[config.mk]
export PLATFORM = sky130hd
export DESIGN_NAME = ssir_cell
export DESIGN_NICKNAME = d
export VERILOG_FILES = /design/src/rtl/core/ssir_pkg.sv /design/src/rtl/core/ssir_cell.sv
export SDC_FILE = /design/constraint.sdc
export NUM_CORES = 1
export LEC_CHECK = 0
export ABC_CLOCK_PERIOD_IN_PS = 1990
export CORE_MARGIN = 1
export CORE_UTILIZATION = 55
export CTS_CLUSTER_DIAMETER = 120
export DETAILED_ROUTE_END_ITERATION = 6
export DONT_BUFFER_PORTS = 1
export PLACE_DENSITY = 0.79
export SYNTH_ARGS = -nofsm -noshare
export SYNTH_HDL_FRONTEND = slang
export SYNTH_SLANG_ARGS = --single-unit
[constraint.sdc]
create_clock -name clk -period 1.99 [get_ports clk]
set_input_delay 0.199 -clock clk [delete_from_list [all_inputs] [get_ports clk]]
set_output_delay 0.199 -clock clk [all_outputs]
set_load 0.02 [all_outputs]
[src/rtl/core/ssir_pkg.sv]
// Types and constants for the sorted set insert and rank block.
package ssir_pkg;

  localparam int TABLE_DEPTH = 64;
  localparam int VALUE_BITS  = 32;
  localparam int CNT_W       = $clog2(TABLE_DEPTH + 1);

  typedef logic signed [VALUE_BITS-1:0] value_t;
  typedef logic [CNT_W-1:0]             cnt_t;

  typedef enum logic {
    OP_INSERT = 1'b0,
    OP_QUERY  = 1'b1
  } opcode_t;

  typedef enum logic [1:0] {
    ST_DONE  = 2'd0,
    ST_DUP   = 2'd1,
    ST_FULL  = 2'd2,
    ST_RANGE = 2'd3
  } status_t;

  typedef enum logic {
    S_IDLE = 1'b0,
    S_CMP  = 1'b1
  } state_t;

  typedef struct packed {
    opcode_t opcode;
    value_t  value;
  } in_item_t;

  typedef struct packed {
    status_t    status;
    cnt_t       position;
    logic       exact_match;
    cnt_t       entry_count;
  } out_item_t;

  typedef struct packed {
    logic   cmp;
    logic   wr;
    value_t key;
  } ssir_cell_ctl_t;

endpackage

[src/rtl/core/ssir_cell.sv]
// One table cell: holds an entry, compares it to the key, shifts up on insert.
module ssir_cell import ssir_pkg::*; (
  input  logic           clk,
  input  logic           rst_n,
  input  ssir_cell_ctl_t ctl,
  input  logic           valid_i,
  input  logic           prev_lt_i,
  input  value_t         prev_entry_i,
  output value_t         entry_o,
  output logic           lt_o,
  output logic           eq_o
);

  value_t entry_r;
  logic   lt_r;
  logic   eq_r;

  always_ff @(posedge clk) begin
    if (!rst_n) begin
      lt_r <= 1'b0;
      eq_r <= 1'b0;
    end else if (ctl.cmp) begin
      lt_r <= valid_i && (entry_r < ctl.key);
      eq_r <= valid_i && (entry_r == ctl.key);
    end
  end

  // at and above the insert point: the boundary cell takes the key, others the neighbor
  always_ff @(posedge clk) begin
    if (ctl.wr && !lt_r) begin
      entry_r <= prev_lt_i ? ctl.key : prev_entry_i;
    end
  end

  assign entry_o = entry_r;
  assign lt_o    = lt_r;
  assign eq_o    = eq_r;

endmodule

# --- After elaboration in Yosys (flattened, before gate mapping) ---
# Index checks and enable logic that the tools add are counted.
op_classes:
  add_sub_neg: 0
  n_shift: 0
  div: 0
  order_cmp: 1
  n_reduce_logical: 4
  n_bitwise: 0
  eq_ne: 1
  n_mul: 0
  n_mux: 1
ops:
  columns: ["cell", "count"]
  rows:
  - ["== test 32 bit", 1]
  - ["less-than comparator 32 bit", 1]
  - ["2-to-1 mux 32 bit", 1]
  - ["logical AND 1 bit", 3]
  - ["logical NOT 1 bit", 1]
word_totals:
  ramBits: 0
  ff_bits: 34
  inputBits: 70
  mem_bits_ro: 0
  wordCells: 10
  memories: 0
  latch_bits: 0
  out_inout_bits: 34

# --- Depth between registers and ports, before layout ---
# Gate-level depths: netlist of the first run.
depth:
  depth_word: 2
  mapped_depth: 8
  ltp_nobuf: 8

# --- Worst setup path after synthesis of the first run ---
# Ideal clock, no wire load.
synth_timing:
  path_kind: "register -> register"
  startpoint: "register lt_r, in the netlist lt_o"
  endpoint: "register entry_r[0], in the netlist entry_o[0], enable pin"
  arrival_time_ps: 1842
  required_ps: 1566
  stages_incl_launch_ff: 2
  setup_slack_ps: -277
  path_buffers: 0
  synth_period_minus_slack_ps: 2267
  setup_ps: 424
  cell_sequence: "dfxtp_1 -> nor2b_1"
synth_via:
  elab_chain_len: 2
synth_lines:
  columns: ["element", "line", "rtl"]
  rows:
  - ["start, declared", "ssir_cell.sv:15", "logic lt_r;"]
  - ["start signal, assigned", "ssir_cell.sv:23", "lt_r <= valid_i && (entry_r < ctl.key);"]
  - ["logical NOT 1 bit", "ssir_cell.sv:30", "if (ctl.wr && !lt_r) begin"]
  - ["logical AND 1 bit", "ssir_cell.sv:30", null]
  - ["end signal, assigned", "ssir_cell.sv:31", "entry_r <= prev_lt_i ? ctl.key : prev_entry_i;"]
  - ["end, declared", "ssir_cell.sv:14", "value_t entry_r;"]
# No other way between the ends.
# A chain may end at the register's enable or synchronous reset.

# --- Final worst setup path of the first run ---
layout_timing:
  startpoint: "register entry_r[8], in the netlist entry_o[8]"
  endpoint: "register lt_r, in the netlist lt_o"
layout_via:
  elab_chain_len: 2
layout_lines:
  columns: ["element", "line"]
  rows:
  - ["less-than comparator 32 bit", "ssir_cell.sv:23"]
  - ["logical AND 1 bit", "ssir_cell.sv:23"]
# No other way between the ends.

==> key figures, run 1 <==
Status
  • Failing checks: setup timing
  • Status: finished, violations left

Synth
  • Synth top cells by count: 32 x edfxtp_1, 32 x ha_1, 32 x inv_1
  • Synth area leader: edfxtp_1
  • Post-synth EDFFs: 32
  • Prevailing post-synth register cell: edfxtp_1
  • Synth top area share: 0.430
  • Async SR Flop Fraction: 0
  • Mean Syn Cell Area: 11.5 um2
  • Post-Syn Area: ~0.0022 mm2
  • Synthesized Nets: 297
  • Yosys warns: 0
  • Synth Instances: 195
  • Seq/Total Area, Yosys: 0.448
  • Distinct cells, synth: 30
  • Seq cells post-synth: 34
  • Top cells by area, synth: edfxtp_1 43%, ha_1 18%, mux2_2 8.6%

Final layout
  • Non-Filler Instances: between 200 and 300
  • Layout area overhead: 22.3%
  • Layout cells sized above 1: 0.306
  • Ant diodes: 0
  • Final #Nets: 344

Detailed routing
  • Post-Route WL: ~5000 um
  • Post-route ant nets: 0
  • Iteration-0 DRC Markers: 91
  • DR DRC count: 0
  • Routed len/inst: 17.1 um
  • Via count: 1651
  • Vias per cell: 5.69
  • Drt pass-1 iters: 4

CTS
  • Clock Pin Slew Worst Setup and Hold Paths: 0.07 ns
  • TritonCTS Buffers: 5
  • Max H-tree Level: 2
  • CTS hold repair buffers: 0
  • Clock Path Buffers: 2
  • Clock sinks: 34
  • CTS root buffer: clkbuf_8
  • Worst-skew pair later-pin latency: 0.28 ns
  • CTS tree: built

STA
  • Highest Clock Rate: 487 MHz
  • RSZ-0062 raised after global routing: yes
  • Clock Skews: 0.00628 ns
  • Tcrit/Tclk final: 1.03
  • Worst-margin pin slew: about 0.5 ns
  • Rel. slew slack: 0.664
  • Final setup violation count: 1
  • Max-slew violation count: 0
  • Final Hold Fails: 0
  • Final worst slack: -0.0615 ns
  • Final Critical Period: 2.05 ns

Job
  • Max-cap viol count: 0

Critical path
  • CP Cell Sequence: ha_1 > nand4_1 > nor2_1 > a221o_1 > o31a_1 > or4b_1 > nand2_1
  • Worst Setup Start Kind: register
  • Data required, critical path: 2.21 ns
  • WS Path Type: reg2reg
  • Sum of buffers and inverters on the critical path: 0
  • WP data arrival: between 2 and 2.5 ns
  • Slowest CP cell: or4b_1
  • Worst Path Max Fanout: 2
  • Largest delay share family, worst path: simple AND/OR/NAND/NOR gates
  • Slowest stage delay, CP: ~0.50 ns
  • CP Capture Type: register

Die
  • CORE AREA: 0.00377 mm2
  • Starting Density: 0.593
  • Die width: between 60 and 70 um
  • Die outline area: 0.00432 mm2
  • I/O pin count: 104
  • DIE HEIGHT: 65.8 um
  • Row cnt: 22

Power and ir drop
  • Maximum vdd drop: 0.000574 V
  • Pwr/cell area: 664 mW/mm2
  • Leakage Power: ~1.2 nW

Placed design
  • # port buffers: 0
  • DP Wirelength: 3920 um
  • Dpl cells: between 200 and 300
  • Placer Congestion: 0.799
  • Place WS: -0.124 ns

GRT
  • Global-route met2 utilization: 0.455
  • Busiest grt layer: met2
  • Global route total overflow: 0
  • GRT Overall Usage: 0.240
  • Vias in the first global route: 1757
  • Global Route met1 Usage: 0.254
  • Met3 Usage GRT: 0.0660
  • Initial antenna violation count: 0
  • First-pass GRT wire length: about 7600 um
  • Pin count of the biggest net entering global routing: 33

Worst hold path
  • Hold Path Class: in2reg
-- registers in the layout, summed over array words and instances (netlist names) --
name and cells:
eq_o 1, lt_o 1, entry_o 32
-- power breakdown --
group / internal [W] / switching [W] / leakage (nW)
registers: 0.000856 / 0.0000371 / 0.327
clock network: 0.000241 / 0.000231 / 0.0383
logic: 0.000219 / 0.000231 / 0.862
-- cells by family (layout without fill, tap and decap cells) --
kind of cell               after synthesis  count (layout)  share of synthesized area
DFF                                     34              34                      0.448
adders and majority gates               32              32                      0.179
muxes                                   32              32                      0.161
buffers and inverters                   36              83                     0.0604
AOI/OAI and AO/OA                       26              26                     0.0733
and+or+nand+nor                         35              35                     0.0783
-- routing by layer --
layer,part of all wire,wire (um)
met1,0.37,1820
met2,0.55,2700
met3,0.072,356
met4,0.014,71
met5,0,0
-- placed cells by master, fill, tap and decap left out, drive strengths merged --
| cell type | count |
|---|---|
| a211oi | 1 |
| a21boi | 2 |
| a21o | 1 |
| a21oi | 14 |
| a221o | 1 |
| a22oi | 1 |
| buf | 44 |
| clkbuf | 7 |
| dfxtp | 2 |
| edfxtp | 32 |
| ha | 32 |
| inv | 32 |
| mux2 | 32 |
| nand2 | 10 |
| nand2b | 1 |
| nand3 | 5 |
| nand4 | 7 |
| nor2 | 6 |
| nor2b | 2 |
| nor3 | 1 |
| nor4 | 2 |
| o211ai | 1 |
| o21ai | 3 |
| o21bai | 1 |
| o31a | 1 |
| or4b | 1 |
-- cell type report --
cell class              count  area (um2)
multi-input cells         125        1150
fillers                   275        1040
flip-flops and latches     34        1000
repair buffers             44         330
inverters                  32         120
clock buffers               7        76.3
well taps                  48        60.1
-- metrics by stage --
step           cell area [um2]  hold slack [ns]  setup TNS, ns  utilization  power [W]
2_1_floorplan             2250            0.352         -0.146            -    0.00119
3_3_place_gp              2580            0.355        -0.0599        0.684    0.00131
3_5_place_dp              2580            0.363         -0.124        0.684    0.00133
4_1_cts                   2720           0.0732        -0.0583        0.722    0.00182
5_1_grt                   2740           0.0711         -0.164        0.725    0.00190
6_report                  2740           0.0765        -0.0615        0.725    0.00182
-- worst paths after layout --
check | to | cells past startpoint | startpoint | slack, ns
max | lt_o | 7 | entry_o[8] | -0.06
min | eq_o | 1 | rst_n | 0.08
max reg2reg | lt_o | 7 | entry_o[8] | -0.06
min reg2reg | eq_o | 2 | eq_o | 0.58
-- what timing repair did --
action,CTS,global route
pin swaps,9,1
cloned,0,0
hold endpoints to repair,0,0
resized for setup,3,1
setup buffers,5,1
endpoints found under the setup margin,1,2
(Power assumes the default switching activity.)
==> run 2, diff against run 1 <==
==> constraint.sdc (replaced) <==
create_clock -name clk -period 1.99 [get_ports clk]
set_input_delay 0.2985 -clock clk [delete_from_list [all_inputs] [get_ports clk]]
set_output_delay 0.2985 -clock clk [all_outputs]
set_load 0.02 [all_outputs]
==> key figures, run 2 (synthesis results as in run 1) <==
Status
  • Status: finished, violations left
  • Failing checks: setup timing

Placed design
  • # port buffers: 0
  • Place WS: -0.118 ns
  • Placer Congestion: 0.799
  • DP Area: 0.00259 mm2
  • DP Wirelength: 3800 um

GRT
  • Vias in the first global route: between 1500 and 2000
  • First-pass GRT wire length: about 7900 um
  • Initial antenna violation count: 0
  • Global route total overflow: 0
  • GRT Overall Usage: 0.251
  • Pin count of the biggest net entering global routing: 33

Power and ir drop
  • Internal power: ~0.0013 W
  • Maximum vdd drop: 0.000596 V
  • Net Sw Frac: 0.279
  • Reg power frac: 0.485
  • Leakage Power: 1.24 nW
  • Clock power frac: 0.255
  • Psw: 0.000517 W
  • Gate power share: 0.260
  • Pwr/cell area: 652 mW/mm2

Die
  • DIE HEIGHT: roughly 66 um
  • Die width: 65.8 um
  • I/O pin count: 104
  • CORE AREA: roughly 0.0038 mm2
  • Starting Density: 0.593
  • Die outline area: 0.00432 mm2
  • Row cnt: 22

Final layout
  • Commonest non-fill, non-tap cell in the layout: buf_4
  • Max FFs per register: 32
  • Most frequent cells in the layout: 46 x buf_4, 32 x inv_1, 32 x edfxtp_1
  • Ant diodes: 0
  • Design area: 0.00284 mm2
  • Layout cells sized above 1: 0.348
  • Layout area overhead: 27.2%
  • Utilization after layout: 0.754
  • Final #Nets: 346

Detailed routing
  • Routed len/inst: approximately 18 um
  • Met3 WL: 353 um
  • Vias per cell: roughly 5.8
  • Drt pass-1 iters: 4
  • Iteration-0 DRC Markers: 114
  • Via count: roughly 1700
  • Post-Route WL: 5240 um
  • DR top layer: met4
  • Metal1 wirelength: 1940 um
  • Post-route ant nets: 0
  • DR DRC count: 0
  • Routed length on met2: 2810 um

Critical path
  • CP Capture Type: register
  • WS Path Type: reg2reg
  • WP data arrival: 2.29 ns
  • Worst Path Max Fanout: 2
  • Data required, critical path: 2.22 ns
  • Worst Setup Start Kind: register

STA
  • Highest Clock Rate: a little under 500 MHz
  • Clock Skews: 0.00494 ns
  • Sum Neg Setup Slack: -0.0731 ns
  • Max-slew violation count: 0
  • Tcrit/Tclk final: 1.04
  • Final Hold Fails: 0
  • Rel. slew slack: 0.672
  • Worst-margin pin slew: slightly below 0.5 ns
  • Final Critical Period: 2.06 ns
  • RSZ-0062 raised after global routing: yes
  • Final setup violation count: 1
  • Final worst slack: -0.0731 ns

Job
  • Max-cap viol count: 0

CTS
  • Max H-tree Level: 2
  • CTS root buffer: clkbuf_8
  • Clock Pin Slew Worst Setup and Hold Paths: 0.07 ns
  • TritonCTS Buffers: 5
  • Clock sinks: 34
  • Clock Path Buffers: 2
  • Worst-skew pair later-pin latency: around 0.28 ns
  • CTS tree: built

Worst hold path
  • Hold Path Class: in2reg
## run 2: changes by cell type in the layout (fill, tap and decap cells not counted), sizes merged
| cell | before | now |
|---|---|---|
| buf | 44 | 46 |
## run 2: worst max-delay path: stages, from the launching register on
cell      delay [ns]
edfxtp_1        0.44
ha_4            0.25
a21oi_2         0.12
o21ai_1         0.09
a221o_1         0.33
o31a_1          0.24
or4b_1          0.49
nand2_1         0.06
## run 2: power groups by stage
stage / sequential (W) / combinational, W / clock [W]
final: 0.000898 / 0.000482 / 0.000473
after global routing: 0.000904 / 0.000532 / 0.000505
after CTS: 0.000895 / 0.000457 / 0.000481
after detailed placement: 0.000907 / 0.000427 / 0
after global placement: 0.000902 / 0.000408 / 0
after floorplan: 0.000968 / 0.000217 / 0
## run 2: timing repair
item / CTS / global route
setup endpoints to repair: 1 / 2
resized for setup: 7 / 6
pin swaps: 9 / 5
buffers inserted: 4 / 3
endpoints found under the hold margin: 0 / 0
gates cloned: 0 / 0
hold buffers: 0 / 0
## run 2: layout make-up
class	count	area (um2)
multi-input cells	125	1240
flip-flops and latches	34	1000
fillers	252	927
repair buffers	46	345
inverters	32	120
clock buffers	7	76.3
well taps	48	60.1
## run 2: metrics by stage
step,power [W],hold WS (ns),std cells
floorplan,0.00119,0.452,195
global placement,0.00131,0.454,278
detailed placement,0.00133,0.467,278
CTS,0.00183,0.168,289
global route,0.00194,0.174,292
finish,0.00185,0.173,292
## run 2: worst paths after layout
| kind | slack (ns) | endpoint | startpoint | depth (start not counted) |
|---|---|---|---|---|
| hold / removal | 0.17 | eq_o | rst_n | 1 |
| setup / recovery | -0.07 | lt_o | entry_o[7] | 7 |
| hold reg to reg | 0.59 | eq_o | eq_o | 2 |
| setup reg to reg | -0.07 | lt_o | entry_o[7] | 7 |
## run 2: per-layer routing
layer | GRT usage | up-vias
met2 | 0.486 | 73
met3 | 0.0833 | 14
met1 | 0.249 | 800
li1 | - | 803
met4 | 0.0652 | 0
met5 | 0 | -
